--- src/design/ohms_pkg.sv ---
// Shared types, register codes and helpers for the Ohm's law field stencil.
// Used by ohms_cfg_regs, ohms_divider and the top level; depends on nothing.
`default_nettype none

package ohms_pkg;

  localparam int DW = 32;
  localparam int ROW_W = 16;
  localparam int CFG_IDX_W = 3;

  localparam logic [CFG_IDX_W-1:0] REG_CHARGE_FLOOR = 3'd0;
  localparam logic [CFG_IDX_W-1:0] REG_HALL_X_GAIN = 3'd1;
  localparam logic [CFG_IDX_W-1:0] REG_HALL_Y_GAIN = 3'd2;
  localparam logic [CFG_IDX_W-1:0] REG_MODE_FLAGS = 3'd3;
  localparam logic [CFG_IDX_W-1:0] REG_TAPER_SPAN = 3'd4;
  localparam logic [CFG_IDX_W-1:0] REG_GRID_COLUMNS = 3'd5;
  localparam logic [CFG_IDX_W-1:0] REG_GRID_ROWS = 3'd6;

  localparam int MODE_HALL = 0;
  localparam int MODE_TAPER = 1;
  localparam int MODE_SMOOTH = 2;

  localparam logic [2:0] OP_CONV_X = 3'd0;
  localparam logic [2:0] OP_CONV_Y = 3'd1;
  localparam logic [2:0] OP_HALL_X = 3'd2;
  localparam logic [2:0] OP_HALL_Y = 3'd3;
  localparam logic [2:0] OP_TAPER_X = 3'd4;
  localparam logic [2:0] OP_TAPER_Y = 3'd5;

  typedef struct packed {
    logic [30:0] charge_floor;
    logic [30:0] hall_x_gain;
    logic [30:0] hall_y_gain;
    logic [2:0]  mode_flags;
    logic [7:0]  taper_span;
    logic [10:0] grid_columns;
    logic [15:0] grid_rows;
  } cfg_t;

  typedef struct packed {
    logic signed [DW-1:0] qa;
    logic signed [DW-1:0] qb;
    logic signed [DW-1:0] ba;
    logic signed [DW-1:0] bb;
    logic signed [DW-1:0] jx;
    logic signed [DW-1:0] jy;
  } line_word_t;

  typedef struct packed {
    logic busy;
    logic done;
  } div_stat_t;

  function automatic logic [DW-1:0] sat32(input logic signed [64:0] v);
    logic signed [64:0] hi;
    logic signed [64:0] lo;
    hi = 65'sh0_7FFF_FFFF;
    lo = -hi - 65'sd1;
    if (v > hi) begin
      sat32 = 32'h7FFF_FFFF;
    end else if (v < lo) begin
      sat32 = 32'h8000_0000;
    end else begin
      sat32 = v[DW-1:0];
    end
  endfunction

endpackage

`default_nettype wire

--- src/design/ohms_divider.sv ---
// Iterative restoring divider, 64-bit magnitude by 32-bit divisor, one bit per cycle.
// Depends on ohms_pkg for the div_stat_t status bundle.
`default_nettype none

module ohms_divider (
  input  wire logic        clk,
  input  wire logic        rst_n,
  input  wire logic        start,
  input  wire logic [63:0] numer,
  input  wire logic [31:0] denom,
  output ohms_pkg::div_stat_t stat,
  output logic [63:0]      quot
);

  logic        busy_r;
  logic        done_r;
  logic [5:0]  cnt_r;
  logic [31:0] rem_r;
  logic [31:0] den_r;
  logic [63:0] quo_r;
  logic [32:0] shifted;
  logic        fits;

  assign shifted = {rem_r, quo_r[63]};
  assign fits = shifted >= {1'b0, den_r};
  assign stat.busy = busy_r;
  assign stat.done = done_r;
  assign quot = quo_r;

  always_ff @(posedge clk) begin
    if (!rst_n) begin
      busy_r <= 1'b0;
      done_r <= 1'b0;
      cnt_r <= 6'd0;
    end else begin
      done_r <= 1'b0;
      if (start) begin
        busy_r <= 1'b1;
        cnt_r <= 6'd0;
      end else if (busy_r) begin
        cnt_r <= cnt_r + 6'd1;
        if (cnt_r == 6'd63) begin
          busy_r <= 1'b0;
          done_r <= 1'b1;
        end
      end
    end
  end

  always_ff @(posedge clk) begin
    if (start) begin
      rem_r <= 32'd0;
      den_r <= denom;
      quo_r <= numer;
    end else if (busy_r) begin
      if (fits) begin
        rem_r <= 32'(shifted - {1'b0, den_r});
      end else begin
        rem_r <= shifted[31:0];
      end
      quo_r <= {quo_r[62:0], fits};
    end
  end

endmodule

`default_nettype wire

--- config.mk ---
export PLATFORM = sky130hd
export DESIGN_NAME = ohms_divider
export DESIGN_NICKNAME = d
export VERILOG_FILES = /design/src/design/ohms_pkg.sv /design/src/design/ohms_divider.sv
export SDC_FILE = /design/constraint.sdc
export NUM_CORES = 1
export LEC_CHECK = 0
export BUFFER_PORTS_ARGS = -buffer_cell sky130_fd_sc_hd__buf_2
export CAP_MARGIN = 15
export CORE_MARGIN = 2
export CORE_UTILIZATION = 35
export DETAILED_ROUTE_END_ITERATION = 10
export SLEW_MARGIN = 20
export SYNTH_ARGS = -nofsm -noshare
export SYNTH_HDL_FRONTEND = slang
export SYNTH_SLANG_ARGS = --single-unit
--- constraint.sdc ---
create_clock -name clk -period 2.92 [get_ports clk]
set_input_delay 0.584 -clock clk [delete_from_list [all_inputs] [get_ports clk]]
set_output_delay 0.584 -clock clk [all_outputs]
set_load 0.02 [all_outputs]
==> results.ini <==
[grt]
overflow=0
grt_max_degree=75
grt_usage_pct=18.2
grt_pass1_wl_mm=34.0
grt_pass1_vias=6483
antenna_found_initial=1

[pwr]
clkPwrFrac_pct=38.3
leakage_nw=3.97
total_power_mw=5.94
p_seq_share_pct=39.7
p_sw_mw=1.89
internal_power_mw=4.05
combPwrFrac_pct=21.9
p_sw_share_pct=31.8
powerDensity_nw_per_um2=615
vdd_ir_drop_max_uv=422

[floorplanning]
initial_core_util_pct=35.5
io-pin-count=165
die_h_um=152
die_w_um=152
core-area_um2=21700
fp-row-count=54
die_area_um2=23200

[timing]
skew_ps=16.5
layout_setup_ws_ps=120
fmax_mhz=357
fin_crit_sh_pct=95.9
rsz0062_at_grt=false
slew_violations=0
fin_tns_setup_ps=0
fin_crit_ps=2800
tightestPinTransition_ps=799
hold_violations=0
hold_ws_ps=327
setup_viol=0
slew_headroom_pct=46.6

[clocking]
hold_buffers=0
clock_path_buffers=2
clk_root_buffer_cell=clkbuf_16
clock_sinks=136
clk_latency_ps=430
cts_tree=done
cts_htree_levels=4
clk_pin_slew_worst_paths_ps=70
cts_buffers=17

[setup_path]
critPathArrivalTime_ps=3130
r2r_slack_ps=120
reg2reg_depth=11
cp.required_ps=3250
cp-end-kind=flip-flop
r2r_end=rem_r[17]
startpoint_type=flip-flop
critPathMaxFanout=5
reg2reg_from=den_r[16]
path_class=reg2reg

[route]
post_drt_wl_per_cell_um=17.6
dr.pass1.iters=5
antenna_left=0
drt-vias-per-instance=5.24
drt-total-wl_mm=20.9
drcViolationCount=0
drt_iter0_markers=418
routed-via-count=6227

[finish]
syn2layout_area_growth_pct=25.4
final_nets=1027
final_cell_mix=buf_2, edfxtp_1, mux2_2
fin_cells=1188
layout-drive-gt1-share_pct=37.0
final_common_cell=buf_2

[place]
dp_hpwl_mm=14.9
numPortBuffers=164
dp_cells=1144
pre_cts_slack_ps=-1.92
place.gp.congestion=0.884

[job]
cap_violations=0

[yosys]
ys.flop_type=edfxtp_1
seq_area_frac_synth_pct=47.8
async_flop_share_pct=0
ys.warnings.count=0
synth_nets=852
synth.avg_cell_area_um2=10.7
syn_area_um2=7700
ys_types=73
synthCells=719
synth_edf_count=96
synth-seq-cells=136

[hold_path]
hp-class=in2reg
hp-start=denom[19]
hold_depth=1
min_to=den_r[19]

[status]
status=complete, no violations

[critical path, cell delays in order (launching register included)]
cell and delay (ps):
edfxtp_1 330, inv_1 40, ha_1 370, nand4_1 230
nor4_4 380, a21oi_1 100, o21ai_1 90, a221o_1 300
o21ai_4 100, buf_4 170, a211o_1 320, a311oi_1 280
[timing repair]
action | 4_1_cts | 5_1_grt
cloned | 1 | 0
setup endpoints to repair | 2 | 28
buffers inserted | 0 | 10
pin swaps | 1 | 7
gates resized for setup | 0 | 17
[Yosys cell counts, types with 5 or more instances]
cell / n / area [µm²]
nand3_1: 31 / 155
buf_2: 12 / 60.1
dfxtp_1: 40 / 801
o21bai_1: 6 / 45.0
mux2_2: 64 / 721
edfxtp_1: 96 / 2880
a21o_1: 12 / 90.1
clkbuf_1: 23 / 86.3
o21ai_0: 22 / 110
nand4_1: 14 / 87.6
nor3_1: 8 / 40.0
buf_6: 5 / 56.3
a311oi_1: 21 / 184
a211oi_1: 5 / 37.5
o21ai_1: 18 / 90.1
nand2_1: 43 / 161
nor2_1: 56 / 210
inv_1: 42 / 158
xor2_1: 12 / 105
o22ai_1: 5 / 31.3
ha_1: 33 / 413
xnor2_1: 16 / 140
o21a_1: 6 / 45.0
a21oi_1: 33 / 165
[power groups by stage]
stage / sequential (mW) / clock (mW) / combinational, mW
floorplan: 2.50 / 0 / 0.749
global placement: 2.40 / 0 / 1.26
detailed placement: 2.40 / 0 / 1.26
CTS: 2.36 / 2.33 / 1.27
global route: 2.38 / 2.41 / 1.43
finish: 2.36 / 2.27 / 1.30
[per-layer routing]
metal	global-route usage [%]	share of wire (%)
met1	22.9	44
met2	29.1	46
met3	6.11	8.6
met4	6.76	1.8
met5	0	0
[cell families (layout without fill, tap and decap cells)]
group           Yosys count  count (layout)  synth area share (%)
simple gates            190             190                  12.0
mux                      68              68                  9.88
buf+inv                  87             274                  5.12
compound gates          176             177                  16.3
flops                   136             136                  47.8
xor+xnor                 28              28                  3.19
other cells               0               1                     0
fa+ha+maj                34              34                  5.62
[stage by stage]
step                instance area [µm²]  util, %
finish                             9650     44.5
global route                       9650     44.5
CTS                                9500     43.8
detailed placement                 8860     40.9
global placement                   8860     40.9
floorplan                          7700        -
[worst max path at each step]
stage / to / startpoint / depth (start not counted)
after global placement: rem_r[18] / den_r[24] / 10
after CTS: rem_r[12] / den_r[19] / 11
after detailed placement: rem_r[12] / den_r[18] / 10
after global routing: rem_r[17] / den_r[16] / 11
final: rem_r[17] / den_r[16] / 11
after floorplan: rem_r[20] / quot[63] / 11
[state kept, by name, indices dropped and copies added, names as in the netlist]
signal	count
cnt_r	6
done_r	1
rem_r	32
den_r	32
quot	64
busy_r	1
[area by class of cell]
type | count | area (µm²)
inverter | 42 | 158
antenna | 1 | 2.50
clock buffer | 17 | 425
multi-input combinational | 497 | 3710
tap | 280 | 350
sequential | 136 | 3680
timing repair buffer | 200 | 1120
fill | 2103 | 12000
clock inverter | 15 | 203
Power figures use the tool's default switching activity.
