==> src/design/ohms_pkg.sv <==
// Shared types, register codes and helpers for the Ohm's law field stencil.
// Used by ohms_cfg_regs, ohms_divider and the top level; depends on nothing.
`default_nettype none

package ohms_pkg;

  localparam int DW = 32;
  localparam int ROW_W = 16;
  localparam int CFG_IDX_W = 3;

  localparam logic [CFG_IDX_W-1:0] REG_CHARGE_FLOOR = 3'd0;
  localparam logic [CFG_IDX_W-1:0] REG_HALL_X_GAIN = 3'd1;
  localparam logic [CFG_IDX_W-1:0] REG_HALL_Y_GAIN = 3'd2;
  localparam logic [CFG_IDX_W-1:0] REG_MODE_FLAGS = 3'd3;
  localparam logic [CFG_IDX_W-1:0] REG_TAPER_SPAN = 3'd4;
  localparam logic [CFG_IDX_W-1:0] REG_GRID_COLUMNS = 3'd5;
  localparam logic [CFG_IDX_W-1:0] REG_GRID_ROWS = 3'd6;

  localparam int MODE_HALL = 0;
  localparam int MODE_TAPER = 1;
  localparam int MODE_SMOOTH = 2;

  localparam logic [2:0] OP_CONV_X = 3'd0;
  localparam logic [2:0] OP_CONV_Y = 3'd1;
  localparam logic [2:0] OP_HALL_X = 3'd2;
  localparam logic [2:0] OP_HALL_Y = 3'd3;
  localparam logic [2:0] OP_TAPER_X = 3'd4;
  localparam logic [2:0] OP_TAPER_Y = 3'd5;

  typedef struct packed {
    logic [30:0] charge_floor;
    logic [30:0] hall_x_gain;
    logic [30:0] hall_y_gain;
    logic [2:0]  mode_flags;
    logic [7:0]  taper_span;
    logic [10:0] grid_columns;
    logic [15:0] grid_rows;
  } cfg_t;

  typedef struct packed {
    logic signed [DW-1:0] qa;
    logic signed [DW-1:0] qb;
    logic signed [DW-1:0] ba;
    logic signed [DW-1:0] bb;
    logic signed [DW-1:0] jx;
    logic signed [DW-1:0] jy;
  } line_word_t;

  typedef struct packed {
    logic busy;
    logic done;
  } div_stat_t;

  function automatic logic [DW-1:0] sat32(input logic signed [64:0] v);
    logic signed [64:0] hi;
    logic signed [64:0] lo;
    hi = 65'sh0_7FFF_FFFF;
    lo = -hi - 65'sd1;
    if (v > hi) begin
      sat32 = 32'h7FFF_FFFF;
    end else if (v < lo) begin
      sat32 = 32'h8000_0000;
    end else begin
      sat32 = v[DW-1:0];
    end
  endfunction

endpackage

`default_nettype wire

==> src/design/ohms_cfg_regs.sv <==
// Configuration register bank of the Ohm's law field stencil.
// Depends on ohms_pkg for the register codes and the cfg_t bundle.
`default_nettype none

module ohms_cfg_regs (
  input  wire logic                            clk,
  input  wire logic                            rst_n,
  input  wire logic                            cfg_valid,
  output logic                                 cfg_ready,
  input  wire logic [ohms_pkg::CFG_IDX_W-1:0]  cfg_index,
  input  wire logic [31:0]                     cfg_data,
  output ohms_pkg::cfg_t                       cfg
);

  ohms_pkg::cfg_t cfg_r;

  assign cfg_ready = 1'b1;
  assign cfg = cfg_r;

  always_ff @(posedge clk) begin
    if (!rst_n) begin
      cfg_r.charge_floor <= 31'd1;
      cfg_r.hall_x_gain <= 31'd65536;
      cfg_r.hall_y_gain <= 31'd65536;
      cfg_r.mode_flags <= 3'd0;
      cfg_r.taper_span <= 8'd4;
      cfg_r.grid_columns <= 11'd1024;
      cfg_r.grid_rows <= 16'd1024;
    end else if (cfg_valid) begin
      unique case (cfg_index)
        ohms_pkg::REG_CHARGE_FLOOR: cfg_r.charge_floor <= cfg_data[30:0];
        ohms_pkg::REG_HALL_X_GAIN:  cfg_r.hall_x_gain <= cfg_data[30:0];
        ohms_pkg::REG_HALL_Y_GAIN:  cfg_r.hall_y_gain <= cfg_data[30:0];
        ohms_pkg::REG_MODE_FLAGS:   cfg_r.mode_flags <= cfg_data[2:0];
        ohms_pkg::REG_TAPER_SPAN:   cfg_r.taper_span <= cfg_data[7:0];
        ohms_pkg::REG_GRID_COLUMNS: cfg_r.grid_columns <= cfg_data[10:0];
        ohms_pkg::REG_GRID_ROWS:    cfg_r.grid_rows <= cfg_data[15:0];
        default: begin
        end
      endcase
    end
  end

endmodule

`default_nettype wire

==> config.mk <==
export PLATFORM = sky130hd
export DESIGN_NAME = ohms_cfg_regs
export DESIGN_NICKNAME = d
export VERILOG_FILES = /design/src/design/ohms_pkg.sv /design/src/design/ohms_cfg_regs.sv
export SDC_FILE = /design/constraint.sdc
export NUM_CORES = 1
export LEC_CHECK = 0
export BUFFER_PORTS_ARGS = -buffer_cell sky130_fd_sc_hd__buf_2
export CORE_MARGIN = 2
export CORE_UTILIZATION = 35
export DETAILED_ROUTE_END_ITERATION = 7
export HOLD_SLACK_MARGIN = 0.02
export SYNTH_ARGS = -nofsm -noshare
export SYNTH_HDL_FRONTEND = slang
export SYNTH_SLANG_ARGS = --single-unit
==> constraint.sdc <==
create_clock -name clk -period 1.7 [get_ports clk]
set_input_delay 0.34 -clock clk [delete_from_list [all_inputs] [get_ports clk]]
set_output_delay 0.34 -clock clk [all_outputs]
set_load 0.02 [all_outputs]
==> flow_summary.yaml, run 1 <==
cts:
  cts_made_buffers: 17
  cts_resized: 0
  cts_tree: "yes"
  cts_root_buffer: "clkbuf_16"
  hold_buffers: 0
  clock_latency_ns: 0.40
  clockBufferDepth: 2
  post-cts-setup-buffers: 0
  numClockSinks: 131
  h-tree-depth: 4
  path_clk_slew_ns: 0.05
final_layout:
  largest_reg_flops: 131
  drive_above_1_share_pct: 33.3
  diodes: 0
  fillers: 1318
  synthToLayoutAreaGrowth_pct: 34.7
  fin_util_pct: 47.9
  nets: 676
drt:
  ant_nets: 0
  drt-initial-drc-count: 140
  vias: 3809
  wl_um: 12200
  wl_per_cell_um: 14.7
  first_pass_iters: 5
  avgViaCountPerCell: 4.58
  route.detailed.drc: 0
synth:
  synthCells: 470
  ys_types: 15
  ys_async_sr_fraction_pct: 0
  synth_common_cells: "nand2_1, dfxtp_1, mux2i_1, clkbuf_1, nor2b_1"
  syn_nets: 508
  synth_seq_cells: 131
  synth.most_common_cell: "nand2_1"
  syn_area_um2: 4900
  avgSynthCellArea_um2: 10.4
  synthTopCellsByArea: "dfxtp_1, mux2i_1, nand2_1"
  synth-edff-count: 0
  yosys_warnings: 0
  synth_area_leader_cell: "dfxtp_1"
  seq_area_frac_synth_pct: 53.5
  synthFlopType: "dfxtp_1"
  netlist.area_leader.share_pct: 53.5
power_and_ir_drop:
  power_density_nw_per_um2: 1130
  power.switching_mw: 1.67
  power.leakage_nw: 3.33
  p_clk_share_pct: 50.5
  share_comb_of_total_power_pct: 6.9
  ir_worst_vdd_mv: 0.574
  p_int_mw: 5.77
  switching_share_pct: 22.5
  power_frac_seq_pct: 42.6
worst_setup_path:
  rr_endpoint: "cfg[40]$_SDFFE_PN0P_"
  cpPeakStageDelay_ns: 0.35
  worstReg2RegStart: "cfg[40]$_SDFFE_PN0P_"
  r2r_slack_ns: 1.07
  cp-startpoint: "cfg[14]$_SDFFE_PN0P_"
  path_buf_inv: 1
  cp_max_fo: 2
  critPathTopFamily: "flip-flops"
  critical-path-slowest-cell: "dfxtp_1"
  end_kind: "output pin"
  crit_cells: 1
  crit_chain: "buf_2"
  endpoint: "cfg[14]"
  cp-start-kind: "register"
  critical_path_required_ns: 1.36
  crit_type: "register to output pin"
  crit_arrival_ns: 0.92
  reg2regPathDepth: 2
floorplanning:
  ios: 170
  num_rows: 43
  dieWidth_um: 122
  dieArea_um2: 15000
  start_util_pct: 35.6
  dieHeight_um: 122
  core_area_um2: 13800
flow_run:
  drv_cap: 0
grt:
  grt_util_all_layers_pct: 16.4
  grt_max_degree: 60
  grt_pass1_wl_um: 19000
  grt_pass1_vias: 3792
  grt_overflow: 0
  antenna_found_initial: 0
timing:
  rsz0062_at_grt: "false"
  period_minus_slack_ns: 1.26
  drv_slew: 0
  fin_crit_sh_pct: 74.4
  setup_viol: 0
  timing.fmax_ghz: 0.791
  clock_skew_ns: 0
  tns_ns: 0
  final_hold_viol_count: 0
hold_path:
  hold_class: "primary input to register"
  min-delay-start: "cfg_data[0]"
placement:
  hpwl_um: 8640
  port_buffers: 167
  gp_congestion: 0.773
outcome:
  status: "finished, final reports clean"
[final cells by class]
type	count	area [um^2]	area share, %
sequential	131	2620	39.7
multi-input combinational	305	2080	31.5
timing repair buffer	183	1060	16.0
clock buffer	21	470	7.12
tap	180	225	3.41
clock inverter	11	150	2.27
[power by group through the flow]
stage                     combinational (mW)  sequential (mW)  clock, mW
after floorplan                        0.229             3.32          0
after global placement                 0.508             3.24          0
after detailed placement               0.518             3.24          0
after CTS                              0.519             3.17       3.83
after global routing                   0.555             3.18       4.00
final                                  0.512             3.17       3.76
[kinds of logic (layout without fill, tap and decap cells)]
group	after synthesis	count (layout)	synth area share, %
multiplexers	131	131	26.7
AND/OR/NAND/NOR	173	173	14.9
other	1	1	0.0765
flip-flops	131	131	53.5
buffers and inverters	34	215	4.77
[metrics by stage]
step                      power, mW  hold WS (ns)  instance area, um^2  instances  worst slack (ns)
after floorplan                3.55         0.482                 4900        470             0.520
after global placement         3.74         0.441                 5980        799             0.172
after detailed placement       3.76         0.449                 5980        799             0.104
after CTS                      7.53         0.185                 6600        831             0.406
after global routing           7.74         0.214                 6600        831             0.381
final                          7.44         0.206                 6600        831             0.435
[cells in the final DEF (no fill, tap or decap), types with 2 or more instances in the layout]
cell / instances
buf_12: 8
buf_2: 166
buf_4: 9
bufinv_16: 3
clkbuf_16: 17
clkbuf_8: 3
clkinv_2: 2
clkinv_4: 2
clkinvlp_4: 2
dfxtp_1: 131
inv_6: 2
mux2i_1: 131
nand2_1: 156
nand4b_1: 3
nor2b_1: 10
[worst min path at each step]
stage | end | slack, ns | cells after the start
2_1_floorplan | cfg[116]$_SDFFE_PN0P_ | 0.48 | 2
3_3_place_gp | cfg[97]$_SDFFE_PN0P_ | 0.44 | 2
3_5_place_dp | cfg[130]$_SDFFE_PN0P_ | 0.45 | 2
4_1_cts | cfg[29]$_SDFFE_PN1P_ | 0.19 | 3
5_1_grt | cfg[100]$_SDFFE_PN1P_ | 0.21 | 3
6_report | cfg[100]$_SDFFE_PN1P_ | 0.21 | 3
[layer usage]
metal  vias up  part of all wire, %  track usage (%)  wire (um)
met2       101                   50             27.5       6100
li1       1887                    -                -          -
met1      1814                   42             19.3       5130
met3         7                  7.0             6.13        853
met5         -                    0                0          0
met4         0                 0.78             5.60         95
Power figures use the tool's default switching activity.
==> run 2: changes to the inputs <==
==> constraint.sdc (replaced) <==
create_clock -name clk -period 1 [get_ports clk]
set_input_delay 0.2 -clock clk [delete_from_list [all_inputs] [get_ports clk]]
set_output_delay 0.2 -clock clk [all_outputs]
set_load 0.02 [all_outputs]
==> run 2 against run 1 <==
Effect of this change: the flow now finishes with violations (setup timing); combinational power is 110% higher; sequential power is 72% higher; via count is 7.1% higher; flip-flop and latch count stayed put; hold slack worse by 0.16 ns; cell area is 20% higher; cell count is 5.9% higher; non-clock buffer count is 49 higher; critical path type unchanged; largest cell class unchanged; highest routed layer unchanged.
==> flow_summary.yaml, run 2 (synthesis gave the netlist of run 1 again) <==
grt:
  grt_max_degree: 65
  grt_util_all_layers_pct: 18.6
  grt_pass1_vias: 4184
  antenna_found_initial: 0
  grt_pass1_wl_um: 21400
  grt_overflow: 0
final_layout:
  fillers: 1174
  nets: 725
  diodes: 0
  most-common-layout-cells: "nand2_1, mux2i_1, dfxtp_2, buf_6, buf_4"
  synthToLayoutAreaGrowth_pct: 61.9
  drive_above_1_share_pct: 56.6
  largest_reg_flops: 131
  layout_commonest_cell: "nand2_1"
timing:
  period_minus_slack_ns: 1.08
  setup_viol: 131
  whs_ns: 0.0409
  drv_slew: 0
  rsz0062_at_grt: "true"
  timing.final.ws_setup_ns: -0.0822
  clock_skew_ns: 0
  fin_crit_sh_pct: 108
  timing.fmax_ghz: 0.924
  final_hold_viol_count: 0
outcome:
  status: "finished with violations"
  failed_checks: "setup timing"
cts:
  cts_made_buffers: 17
  hold_buffers: 0
  path_clk_slew_ns: 0.06
  numClockSinks: 131
  h-tree-depth: 4
  clock_latency_ns: 0.41
  clockBufferDepth: 2
  cts_tree: "yes"
  cts_root_buffer: "clkbuf_16"
worst_setup_path:
  crit_type: "register to output pin"
  critPathTopFamily: "flip-flops"
  crit_chain: "buf_6"
  cpPeakStageDelay_ns: 0.35
  path_buf_inv: 1
  critical_path_required_ns: 0.80
  critical-path-slowest-cell: "dfxtp_2"
  cp-start-kind: "register"
  cp_max_fo: 2
  end_kind: "output pin"
  crit_arrival_ns: 0.88
floorplanning:
  dieWidth_um: 122
  core_area_um2: 13800
  start_util_pct: 35.6
  dieHeight_um: 122
  num_rows: 43
  ios: 170
  dieArea_um2: 15000
drt:
  wl_um: 13800
  route.met3.wl_um: 838
  met2_length_um: 6870
  met1Wirelength_um: 5800
  first_pass_iters: 4
  wl_per_cell_um: 15.6
  vias: 4078
  highest_layer: "met4"
  ant_nets: 0
  drt-initial-drc-count: 215
  avgViaCountPerCell: 4.63
  route.detailed.drc: 0
hold_path:
  hold_class: "primary input to register"
power_and_ir_drop:
  power_mw: 12.8
  power_density_nw_per_um2: 1620
  power.leakage_nw: 3.73
  ir_worst_vdd_mv: 1.22
placement:
  hpwl_um: 9110
  gp_congestion: 0.729
  port_buffers: 167
flow_run:
  drv_cap: 0
-- run 2: changes by cell type in the layout (fill, tap and decap cells not counted), sizes merged --
| cell | change |
|---|---|
| clkinvlp | +2 |
| inv | -1 |
| buf | +49 |
| clkbuf | -1 |
-- run 2: area by class of cell --
cell class                      instances  area (um^2)  area share (%)
Tap cell                              180          225            2.84
Sequential cell                       131         2790            35.1
Multi-Input combinational cell        305         2080            26.2
Clock inverter                         12          156            1.97
Timing Repair Buffer                  232         2250            28.3
Clock buffer                           20          447            5.63
-- run 2: path summary, 6_finish.rpt --
check,startpoint,end,slack [ns],cells after the start
setup / recovery,cfg[25]$_SDFFE_PN0P_,cfg[25],-0.08,1
hold reg to reg,cfg[84]$_SDFFE_PN0P_,cfg[84]$_SDFFE_PN0P_,0.46,2
setup reg to reg,cfg[118]$_SDFFE_PN0P_,cfg[118]$_SDFFE_PN0P_,0.20,4
hold / removal,cfg_data[16],cfg[116]$_SDFFE_PN0P_,0.04,3
-- run 2: layer usage --
layer | track usage (%) | vias up
li1 | - | 1987
met1 | 21.3 | 1954
met2 | 31.6 | 117
met3 | 6.41 | 20
met4 | 7.69 | 0
met5 | 0 | -
-- run 2: power breakdown --
group,leakage (nW),internal (mW),switching (mW)
logic,2.33,0.523,0.569
registers,1.12,5.36,0.0858
clock network,0.283,3.99,2.32
-- run 2: what timing repair did --
action / 4_1_cts / 5_1_grt
buffers inserted: 16 / 22
setup endpoints to repair: 131 / 131
resized for setup: 393 / 0
pin swaps: 0 / 0
-- run 2: metrics by stage --
step	std cells	setup WS, ns	instance area [um^2]	util (%)	setup TNS, ns
2_1_floorplan	470	-0.0402	4900	-	-1.65
3_3_place_gp	810	-0.263	6070	44.0	-24.43
3_5_place_dp	810	-0.310	6070	44.0	-27.33
4_1_cts	858	-0.102	7770	56.4	-10.90
5_1_grt	880	-0.123	7940	57.6	-12.47
6_report	880	-0.0822	7940	57.6	-8.15
